[config.mk]
export PLATFORM = sky130hd
export DESIGN_NAME = pan_tilt_servo_aim
export DESIGN_NICKNAME = d
export VERILOG_FILES = /design/src/rtl/ptsa_pkg.sv /design/src/rtl/ptsa_cordic.sv /design/src/rtl/ptsa_isqrt.sv /design/src/rtl/pan_tilt_servo_aim.sv
export SDC_FILE = /design/constraint.sdc
export NUM_CORES = 2
export LEC_CHECK = 0
export BUFFER_PORTS_ARGS = -buffer_cell sky130_fd_sc_hd__buf_2
export CELL_PAD_IN_SITES_DETAIL_PLACEMENT = 0
export CELL_PAD_IN_SITES_GLOBAL_PLACEMENT = 2
export CORE_ASPECT_RATIO = 0.7
export CORE_MARGIN = 5
export CORE_UTILIZATION = 40
export CTS_BUF_LIST = sky130_fd_sc_hd__clkbuf_4
export CTS_CLUSTER_DIAMETER = 80
export DETAILED_ROUTE_END_ITERATION = 10
export PLACE_DENSITY_LB_ADDON = 0.25
export SKIP_CTS_REPAIR_TIMING = 1
export SLEW_MARGIN = 20
export SYNTH_ARGS = -nofsm -noshare
export SYNTH_HDL_FRONTEND = slang
export SYNTH_SLANG_ARGS = --single-unit
[constraint.sdc]
create_clock -name clk -period 9.55 [get_ports clk]
set_input_delay 0 -clock clk [delete_from_list [all_inputs] [get_ports clk]]
set_output_delay 0 -clock clk [all_outputs]
set_load 0.05 [all_outputs]
[src/rtl/ptsa_pkg.sv]
// Shared types and constants for the pan/tilt servo aiming block.
// No dependencies; used by ptsa_cordic, ptsa_isqrt and pan_tilt_servo_aim.
`timescale 1ns / 1ps

package ptsa_pkg;

	// Payload of one input beat
	typedef struct packed {
		logic signed [15:0] x_position;
		logic signed [15:0] y_position;
	} target_t;

	// Payload of one result beat
	typedef struct packed {
		logic [15:0] pan_compare;
		logic [15:0] tilt_compare;
	} result_t;

	// Datapath widths
	localparam int DATA_W  = 64;
	localparam int ANGLE_W = 32;
	localparam int ROOT_W  = 32;
	localparam int STEP_W  = 5;
	localparam int TABLE_LEN = 24;
	localparam int OPERAND_SHIFT = 28;

	// Register map (index taken from paddr[2])
	localparam logic [0:0] REG_PLANE_DISTANCE = 1'b0;
	localparam logic [15:0] DIST_RESET = 16'd1000;

	// Compare mapping constants
	localparam logic [15:0] CENTER_COMPARE = 16'd42500;
	localparam logic signed [47:0] PAN_GAIN = 48'sd20000;
	localparam logic [63:0] INV_PI_Q32 = 64'd1367130551;
	localparam logic signed [63:0] TILT_GAIN = $signed((64'd20000 * INV_PI_Q32) >> 16);
	localparam logic signed [63:0] TILT_BIAS = $signed(((64'd2500 * INV_PI_Q32) << 16) / 64'd9);

	// atan(2^-i) in 2^-32 turns
	function automatic logic signed [ANGLE_W-1:0] atan_turn(input logic [STEP_W-1:0] idx);
		logic signed [ANGLE_W-1:0] v;
		case (idx)
			5'd0:  v = 32'sh20000000;
			5'd1:  v = 32'sh12E4051E;
			5'd2:  v = 32'sh09FB385B;
			5'd3:  v = 32'sh051111D4;
			5'd4:  v = 32'sh028B0D43;
			5'd5:  v = 32'sh0145D7E1;
			5'd6:  v = 32'sh00A2F61E;
			5'd7:  v = 32'sh00517C55;
			5'd8:  v = 32'sh0028BE53;
			5'd9:  v = 32'sh00145F2F;
			5'd10: v = 32'sh000A2F98;
			5'd11: v = 32'sh000517CC;
			5'd12: v = 32'sh00028BE6;
			5'd13: v = 32'sh000145F3;
			5'd14: v = 32'sh0000A2FA;
			5'd15: v = 32'sh0000517D;
			5'd16: v = 32'sh000028BE;
			5'd17: v = 32'sh0000145F;
			5'd18: v = 32'sh00000A30;
			5'd19: v = 32'sh00000518;
			5'd20: v = 32'sh0000028C;
			5'd21: v = 32'sh00000146;
			5'd22: v = 32'sh000000A3;
			5'd23: v = 32'sh00000051;
			default: v = '0;
		endcase
		return v;
	endfunction

endpackage

[src/rtl/ptsa_cordic.sv]
// Iterative vectoring CORDIC: one micro-rotation per cycle, returns the vector angle.
// Depends on ptsa_pkg (widths, arctangent table).
`timescale 1ns / 1ps

module ptsa_cordic #(
	parameter int CORDIC_STEPS = 16
) (
	input  logic                                  clk,
	input  logic                                  arst_n,
	input  logic                                  start,
	input  logic signed [ptsa_pkg::DATA_W-1:0]    x_init,
	input  logic signed [ptsa_pkg::DATA_W-1:0]    y_init,
	output logic                                  done,
	output logic signed [ptsa_pkg::ANGLE_W-1:0]   angle
);

	logic signed [ptsa_pkg::DATA_W-1:0]  cx_q, cy_q, dx, dy;
	logic signed [ptsa_pkg::ANGLE_W-1:0] z_q, rot;
	logic [ptsa_pkg::STEP_W-1:0]         step_q;
	logic                                run_q, done_q, last;

	// floor shifts and table lookup for the current step
	assign dx   = cy_q >>> step_q;
	assign dy   = cx_q >>> step_q;
	assign rot  = ptsa_pkg::atan_turn(step_q);
	assign last = (step_q == ptsa_pkg::STEP_W'(CORDIC_STEPS - 1));

	// control
	always_ff @(posedge clk or negedge arst_n) begin
		if (!arst_n) begin
			run_q  <= 1'b0;
			done_q <= 1'b0;
			step_q <= '0;
		end else begin
			done_q <= run_q && last;
			if (start) begin
				run_q  <= 1'b1;
				step_q <= '0;
			end else if (run_q) begin
				if (last) run_q <= 1'b0;
				step_q <= step_q + 1'b1;
			end
		end
	end

	// micro-rotation toward y = 0
	always_ff @(posedge clk) begin
		if (start) begin
			cx_q <= x_init;
			cy_q <= y_init;
			z_q  <= '0;
		end else if (run_q) begin
			if (!cy_q[ptsa_pkg::DATA_W-1]) begin
				cx_q <= cx_q + dx;
				cy_q <= cy_q - dy;
				z_q  <= z_q + rot;
			end else begin
				cx_q <= cx_q - dx;
				cy_q <= cy_q + dy;
				z_q  <= z_q - rot;
			end
		end
	end

	assign done  = done_q;
	assign angle = z_q;

	ap_done_after_run: assert property (@(posedge clk) disable iff (!arst_n)
		done |-> $past(run_q)) else $error("cordic done without run");
	ap_start_idle: assert property (@(posedge clk) disable iff (!arst_n)
		start |-> !run_q) else $error("cordic restarted while running");
	ap_step_range: assert property (@(posedge clk) disable iff (!arst_n)
		run_q |-> step_q < ptsa_pkg::STEP_W'(CORDIC_STEPS)) else $error("cordic step overrun");

endmodule

[src/rtl/ptsa_isqrt.sv]
// Digit-serial integer square root: two radicand bits in, one root bit out per cycle.
// Depends on ptsa_pkg (widths).
`timescale 1ns / 1ps

module ptsa_isqrt (
	input  logic                           clk,
	input  logic                           arst_n,
	input  logic                           start,
	input  logic [ptsa_pkg::DATA_W-1:0]    radicand,
	output logic                           done,
	output logic [ptsa_pkg::ROOT_W-1:0]    root
);

	localparam int REM_W = ptsa_pkg::ROOT_W + 3;
	localparam int CNT_W = $clog2(ptsa_pkg::ROOT_W);

	logic [ptsa_pkg::DATA_W-1:0] rad_q;
	logic [REM_W-1:0]            rem_q;
	logic [REM_W+1:0]            rem_n, trial;
	logic [ptsa_pkg::ROOT_W-1:0] root_q;
	logic [CNT_W-1:0]            cnt_q;
	logic                        run_q, done_q, fits, last;

	// next partial remainder and trial subtrahend
	assign rem_n = {rem_q, rad_q[ptsa_pkg::DATA_W-1 -: 2]};
	assign trial = {(REM_W+2-ptsa_pkg::ROOT_W-2)'(0), root_q, 2'b01};
	assign fits  = (rem_n >= trial);
	assign last  = (cnt_q == CNT_W'(ptsa_pkg::ROOT_W - 1));

	// control
	always_ff @(posedge clk or negedge arst_n) begin
		if (!arst_n) begin
			run_q  <= 1'b0;
			done_q <= 1'b0;
			cnt_q  <= '0;
		end else begin
			done_q <= run_q && last;
			if (start) begin
				run_q <= 1'b1;
				cnt_q <= '0;
			end else if (run_q) begin
				if (last) run_q <= 1'b0;
				cnt_q <= cnt_q + 1'b1;
			end
		end
	end

	// one root digit per cycle
	always_ff @(posedge clk) begin
		if (start) begin
			rad_q  <= radicand;
			rem_q  <= '0;
			root_q <= '0;
		end else if (run_q) begin
			rad_q <= {rad_q[ptsa_pkg::DATA_W-3:0], 2'b00};
			if (fits) begin
				rem_q  <= REM_W'(rem_n - trial);
				root_q <= {root_q[ptsa_pkg::ROOT_W-2:0], 1'b1};
			end else begin
				rem_q  <= REM_W'(rem_n);
				root_q <= {root_q[ptsa_pkg::ROOT_W-2:0], 1'b0};
			end
		end
	end

	assign done = done_q;
	assign root = root_q;

	ap_done_after_run: assert property (@(posedge clk) disable iff (!arst_n)
		done |-> $past(run_q && last)) else $error("sqrt done out of turn");
	ap_start_idle: assert property (@(posedge clk) disable iff (!arst_n)
		start |-> !run_q) else $error("sqrt restarted while running");
	ap_rem_bound: assert property (@(posedge clk) disable iff (!arst_n)
		run_q |-> rem_q <= {root_q, 1'b0}) else $error("sqrt remainder out of range");

endmodule

[src/rtl/pan_tilt_servo_aim.sv]
// Top level of the pan/tilt servo aiming block: APB register, sequencer, compare mapping.
// Depends on ptsa_pkg, ptsa_cordic and ptsa_isqrt.
`timescale 1ns / 1ps
//
// Channel   | Handshake                          | Payload
// ----------+------------------------------------+---------------------------
// input     | start & !busy                      | target (x_position, y_position)
// result    | done, one cycle, cannot stall      | result (pan_compare, tilt_compare)
// config    | psel & penable & pwrite (pready=1) | paddr, pwdata, prdata
//
// The square root (one bit per cycle) sets the span; the pan CORDIC runs beside it,
// the tilt CORDIC after it, both on one shared iterative unit.
// busy falls in the done cycle, so the next beat can be accepted at the edge that
// takes the result; no new beat is taken while an item is still in flight.
// arst_n clears control state and sets plane_distance to 1000.

module pan_tilt_servo_aim #(
	parameter int CORDIC_STEPS   = 16,
	parameter int POSITION_WIDTH = 16
) (
	input  logic               clk,
	input  logic               arst_n,
	input  logic               start,
	output logic               busy,
	input  ptsa_pkg::target_t  target,
	output logic               done,
	output ptsa_pkg::result_t  result,
	input  logic               psel,
	input  logic               penable,
	input  logic               pwrite,
	input  logic [2:0]         paddr,
	input  logic [31:0]        pwdata,
	output logic [31:0]        prdata,
	output logic               pready
);

	localparam int PW = POSITION_WIDTH;
	localparam int ROOT_FRAC = (PW <= 16) ? 14 : ((PW >= 31) ? 0 : 31 - PW);
	localparam int DW = ptsa_pkg::DATA_W;

	localparam logic [2:0] ST_IDLE = 3'd0;
	localparam logic [2:0] ST_SQR  = 3'd1;
	localparam logic [2:0] ST_ROOT = 3'd2;
	localparam logic [2:0] ST_WAIT = 3'd3;
	localparam logic [2:0] ST_TILT = 3'd4;
	localparam logic [2:0] ST_MAP  = 3'd5;

	logic [2:0]                          state_q;
	logic [15:0]                         dist_q, d_q;
	logic signed [PW-1:0]                x_q, y_q;
	logic [DW-1:0]                       x_raw, y_raw;
	logic signed [2*PW-1:0]              sqx_q;
	logic [31:0]                         sqd_q;
	logic signed [ptsa_pkg::ANGLE_W-1:0] apan_q, cord_angle;
	logic signed [DW-1:0]                tprod_s1, cord_x, cord_y, tnum;
	logic signed [47:0]                  pan_sum;
	logic [DW-1:0]                       sq_rad;
	logic [ptsa_pkg::ROOT_W-1:0]         sq_root;
	logic                                cord_start, cord_done, sq_start, sq_done, done_q;
	logic                                accept, cfg_wr;
	logic [15:0]                         pan_c, tilt_c;
	ptsa_pkg::result_t                   result_q;

	// configuration register
	assign pready = 1'b1;
	assign cfg_wr = psel && penable && pwrite && (paddr[2:2] == ptsa_pkg::REG_PLANE_DISTANCE);
	assign prdata = (paddr[2:2] == ptsa_pkg::REG_PLANE_DISTANCE) ? {16'd0, dist_q} : 32'd0;

	always_ff @(posedge clk or negedge arst_n) begin
		if (!arst_n) begin
			dist_q <= ptsa_pkg::DIST_RESET;
		end else if (cfg_wr) begin
			dist_q <= pwdata[15:0];
		end
	end

	// input beat, bits above POSITION_WIDTH dropped
	assign accept = start && !busy;
	assign x_raw  = DW'($unsigned(target.x_position));
	assign y_raw  = DW'($unsigned(target.y_position));

	// sequencer
	always_ff @(posedge clk or negedge arst_n) begin
		if (!arst_n) begin
			state_q <= ST_IDLE;
			done_q  <= 1'b0;
		end else begin
			done_q <= 1'b0;
			case (state_q)
				ST_IDLE: if (accept) state_q <= ST_SQR;
				ST_SQR:  state_q <= ST_ROOT;
				ST_ROOT: state_q <= ST_WAIT;
				ST_WAIT: if (sq_done) state_q <= ST_TILT;
				ST_TILT: if (cord_done) state_q <= ST_MAP;
				ST_MAP: begin
					done_q  <= 1'b1;
					state_q <= ST_IDLE;
				end
				default: state_q <= ST_IDLE;
			endcase
		end
	end

	assign busy = (state_q != ST_IDLE);

	// shared CORDIC: pan from ST_SQR, tilt once the root is ready
	assign cord_start = (state_q == ST_SQR) || (state_q == ST_WAIT && sq_done);
	assign cord_x = (state_q == ST_SQR) ? (DW'(d_q) << ptsa_pkg::OPERAND_SHIFT)
	                                    : (DW'(sq_root) << ptsa_pkg::OPERAND_SHIFT);
	assign cord_y = (state_q == ST_SQR) ? (DW'(x_q) <<< ptsa_pkg::OPERAND_SHIFT)
	                                    : (DW'(y_q) <<< (ROOT_FRAC + ptsa_pkg::OPERAND_SHIFT));

	ptsa_cordic #(.CORDIC_STEPS(CORDIC_STEPS)) u_cordic (
		.clk    (clk),
		.arst_n (arst_n),
		.start  (cord_start),
		.x_init (cord_x),
		.y_init (cord_y),
		.done   (cord_done),
		.angle  (cord_angle)
	);

	// radius squared, scaled for the root
	assign sq_start = (state_q == ST_ROOT);
	assign sq_rad   = (DW'($unsigned(sqx_q)) + DW'(sqd_q)) << (2 * ROOT_FRAC);

	ptsa_isqrt u_isqrt (
		.clk      (clk),
		.arst_n   (arst_n),
		.start    (sq_start),
		.radicand (sq_rad),
		.done     (sq_done),
		.root     (sq_root)
	);

	// operand capture, squares, angle product
	always_ff @(posedge clk) begin
		if (accept) begin
			x_q <= $signed(x_raw[PW-1:0]);
			y_q <= $signed(y_raw[PW-1:0]);
			d_q <= dist_q;
		end
		if (state_q == ST_SQR) begin
			sqx_q <= x_q * x_q;
			sqd_q <= d_q * d_q;
		end
		if (cord_done && state_q != ST_TILT) apan_q <= cord_angle;
		if (cord_done && state_q == ST_TILT) tprod_s1 <= DW'(cord_angle) * ptsa_pkg::TILT_GAIN;
	end

	// compare mapping, round half up, zero becomes one
	assign pan_sum = 48'(apan_q) * ptsa_pkg::PAN_GAIN + (48'sd1 <<< 31);
	assign tnum    = (64'sd1 <<< 47) - tprod_s1 - ptsa_pkg::TILT_BIAS;
	assign pan_c   = ptsa_pkg::CENTER_COMPARE + pan_sum[47:32];
	assign tilt_c  = ptsa_pkg::CENTER_COMPARE + tnum[63:48];

	always_ff @(posedge clk) begin
		if (state_q == ST_MAP) begin
			result_q.pan_compare  <= (pan_c == 16'd0) ? 16'd1 : pan_c;
			result_q.tilt_compare <= (tilt_c == 16'd0) ? 16'd1 : tilt_c;
		end
	end

	assign done   = done_q;
	assign result = result_q;

	ap_done_from_map: assert property (@(posedge clk) disable iff (!arst_n)
		done |-> $past(state_q == ST_MAP)) else $error("result beat out of sequence");
	ap_nonzero: assert property (@(posedge clk) disable iff (!arst_n)
		done |-> (result.pan_compare != 16'd0 && result.tilt_compare != 16'd0))
		else $error("zero compare value delivered");
	ap_accept_busy: assert property (@(posedge clk) disable iff (!arst_n)
		accept |=> busy) else $error("accepted beat not held busy");
	ap_root_in_wait: assert property (@(posedge clk) disable iff (!arst_n)
		sq_done |-> state_q == ST_WAIT) else $error("root finished outside wait");

endmodule
==> flow_summary.toml <==
[route]
wl_per_cell_microns = 20.78
drt_wl_total_microns = 233900
first_iter_violations = 4554
firstDrtPassIters = 5
via_count = 59890
drtAntennaViolNets = 0
routed_via_density = 5.322
drc = 0

[job]
drv_cap = 0

[yosys]
yosys.area.top_type_share_pct = 23.85
ys_types = 114
synth_warnings = 0
yosysTopAreaCell = "fa_1"
syn_inst = 8276
synth-edff-count = 400
async_flop_share_pct = 6.379
synth_ff_type = "edfxtp_1"
synthTopCellsByArea = "fa_1 24%, edfxtp_1 15%, ha_1 14%"
ys_seq_area_share_pct = 18.60
avgSynthCellArea_sq_um = 9.646
synth-seq-cells = 533
synthesis.area_sq_um = 79830

[sta]
skew_ps = 97.48
slew_headroom_pct = 24.28
hold_viol = 0
final-max-slew-violation-count = 0
grt_setup_unrepaired = "no"
final.setup.tns_ps = 0
period_minus_slack_ps = 8734
max_freq_mhz = 114.5
tightest_slew_ps = 1136
setup_viol = 0
fin_crit_sh_pct = 91.46

[finish]
drive_above_1_share_pct = 9.063
nets = 10370
area_growth_pct = 8.283

[hold_path]
min_to = "x_q[10]"
hp-class = "in2reg"
hold_depth = 3
hp-start = "target[26]"

[die]
rows = 137
dieWidth_microns = 544.0
io_pins = 140
dieHeight_microns = 383.8
die-area_sq_um = 208800
coreArea_sq_um = 198800
start_util_pct = 40.15

[worst_setup_path]
ff2ff_path_depth = 29
worstSetupStartpointType = "flop"
worstPathRequired_ps = 10330
cp_slowest_cell = "dfrtp_4"
r2r_setup_slack_ps = 820
r2r-end = "u_cordic.cy_q[62]"
critPathKind = "reg2reg"
crit_path_end_kind = "flop"
cp_data_arrival_time_ps = 9520
path_max_fanout = 30
r2r_start = "u_cordic.step_q[0]"
slowest_delay_ps = 780

[global_routing]
grt_pass1_vias = 59430
grt_usage_pct = 22.37
antenna_found_initial = 14
grt_pass1_wl_microns = 361700
gr-total-overflow = 0
grt_max_degree = 89

[clocking]
cts_num_sinks = 533
htree_levels = 4
clock_path_buffers = 4
root_buffer = "clkbuf_4"
cts_buffers = 169
clkSlewWorstSetupHoldPaths_ps = 60
cts_tree = "built"
clk_latency_ps = 1170

[placed_design]
hpwl_microns = 190500
gp_congestion = 0.9689
io_buffers = 104

[run_status]
outcome = "complete, no violations"
[cells by family after synthesis]
| logic type | after synthesis | synth area share [%] |
|---|---|---|
| buffers and inverters | 1611 | 7.935 |
| muxes | 370 | 7.139 |
| adders and majority gates | 1817 | 37.42 |
| other | 2 | 0.009407 |
| AOI/OAI and AO/OA | 1550 | 12.11 |
| xor gates and xnor gates | 537 | 5.901 |
| and+or+nand+nor | 1856 | 10.88 |
| DFF | 533 | 18.60 |
[registers in the layout (all words and copies together) (netlist names), 31 cells and up]
name            count
u_cordic.cx_q      64
apan_q             32
sqd_q              31
u_cordic.cy_q      64
u_isqrt.rad_q      36
u_isqrt.root       32
tprod_s1           62
u_cordic.angle     32
result             32
sqx_q              31
u_isqrt.rem_q      35
[synthesized netlist by cell type, types with 19 or more instances]
| library cell | number |
|---|---|
| a211oi_1 | 48 |
| a21o_1 | 189 |
| a21oi_1 | 516 |
| a31oi_1 | 77 |
| a41oi_1 | 19 |
| and2_1 | 137 |
| and3_1 | 73 |
| buf_1 | 49 |
| buf_2 | 27 |
| buf_4 | 36 |
| clkbuf_1 | 175 |
| dfrtp_1 | 28 |
| dfxtp_1 | 99 |
| edfxtp_1 | 400 |
| fa_1 | 951 |
| ha_1 | 865 |
| inv_1 | 1306 |
| mux2_2 | 71 |
| mux2i_1 | 145 |
| mux4_2 | 152 |
| nand2_1 | 574 |
| nand2b_1 | 72 |
| nand3_1 | 88 |
| nand4_1 | 48 |
| nor2_1 | 587 |
| nor2b_1 | 78 |
| nor3_1 | 73 |
| o211ai_1 | 24 |
| o21a_1 | 63 |
| o21ai_0 | 344 |
| o21bai_1 | 58 |
| o31ai_1 | 23 |
| or2_2 | 21 |
| or3_1 | 23 |
| xnor2_1 | 325 |
| xor2_1 | 211 |
[worst max-delay path, delay by kind of cell, from the launching register on]
kind                       cells  cell delay, ps
AOI/OAI and AO/OA             11            3040
and+or+nand+nor                9            1810
muxes                          3            1220
DFF                            1             780
buffers and inverters          2             660
adders and majority gates      2             550
xor gates and xnor gates       2             310
[stage by stage]
stage                     utilization [%]  worst slack (ps)  hold WS (ps)  instance area [sq um]  cells
after floorplan                         -             599.0        -295.6                  79890   8292
after global placement              41.80             798.8         176.4                  83110  10830
after detailed placement            41.80             713.1         178.3                  83110  10830
after CTS                           42.84             621.0         -1171                  85180  11130
after global routing                43.47             202.9         11.78                  86440  11250
final                               43.47             815.6         100.1                  86440  11250
[how the worst max path moves through the flow]
stage | end | cells past startpoint | from
floorplan | tprod_s1[58] | 22 | u_cordic.angle[31]
global placement | u_cordic.cy_q[62] | 29 | u_cordic.step_q[0]
detailed placement | u_cordic.cy_q[62] | 29 | u_cordic.step_q[0]
CTS | u_cordic.cy_q[62] | 29 | u_cordic.step_q[0]
global route | u_cordic.cy_q[62] | 29 | u_cordic.step_q[0]
finish | u_cordic.cy_q[62] | 29 | u_cordic.step_q[0]
[placed cells by master (no fill, tap or decap), types with 18 or more instances in the layout]
| cell | n |
|---|---|
| or3_1 | 23 |
| a31oi_1 | 77 |
| clkbuf_4 | 236 |
| o21a_1 | 63 |
| o21bai_1 | 58 |
| a21oi_1 | 515 |
| inv_1 | 1304 |
| a211oi_1 | 48 |
| ha_1 | 865 |
| a41oi_1 | 19 |
| a21o_1 | 189 |
| nor2b_1 | 77 |
| or2_2 | 21 |
| xor2_1 | 211 |
| o211ai_1 | 24 |
| buf_2 | 103 |
| edfxtp_1 | 400 |
| and2_1 | 136 |
| mux2_2 | 71 |
| o22ai_1 | 18 |
| fa_1 | 951 |
| buf_4 | 93 |
| nand4_1 | 48 |
| dfrtp_1 | 21 |
| o21ai_0 | 343 |
| xnor2_1 | 325 |
| mux4_2 | 152 |
| clkinv_1 | 40 |
| nand2b_1 | 71 |
| o31ai_1 | 23 |
| nand3_1 | 88 |
| conb_1 | 18 |
| nor2_1 | 584 |
| mux2i_1 | 145 |
| and3_1 | 72 |
| nor3_1 | 73 |
| dlygate4sd3_1 | 120 |
| dfxtp_1 | 98 |
| nand2_1 | 572 |
[area by class of cell]
| class | count | area, sq um |
|---|---|---|
| diodes | 6 | 15.01 |
| clock buffers | 236 | 1772 |
| clock inverters | 59 | 296.5 |
| fillers | 19670 | 112400 |
| inverters | 1311 | 4930 |
| multi-input cells | 6148 | 58770 |
| flip-flops and latches | 533 | 14880 |
| well taps | 2641 | 3304 |
| repair buffers | 319 | 2482 |
[per-layer routing]
layer	vias to the layer above	part of all wire, %	GRT usage (%)
met5	-	0.012	0
met4	4	1.5	3.678
met3	208	8.6	5.943
met2	1688	38	29.45
met1	29560	52	36.28
li1	28430	-	-
Power is not shown: default switching activity piles up to over one toggle a cycle in this logic, so the estimate is an artifact.
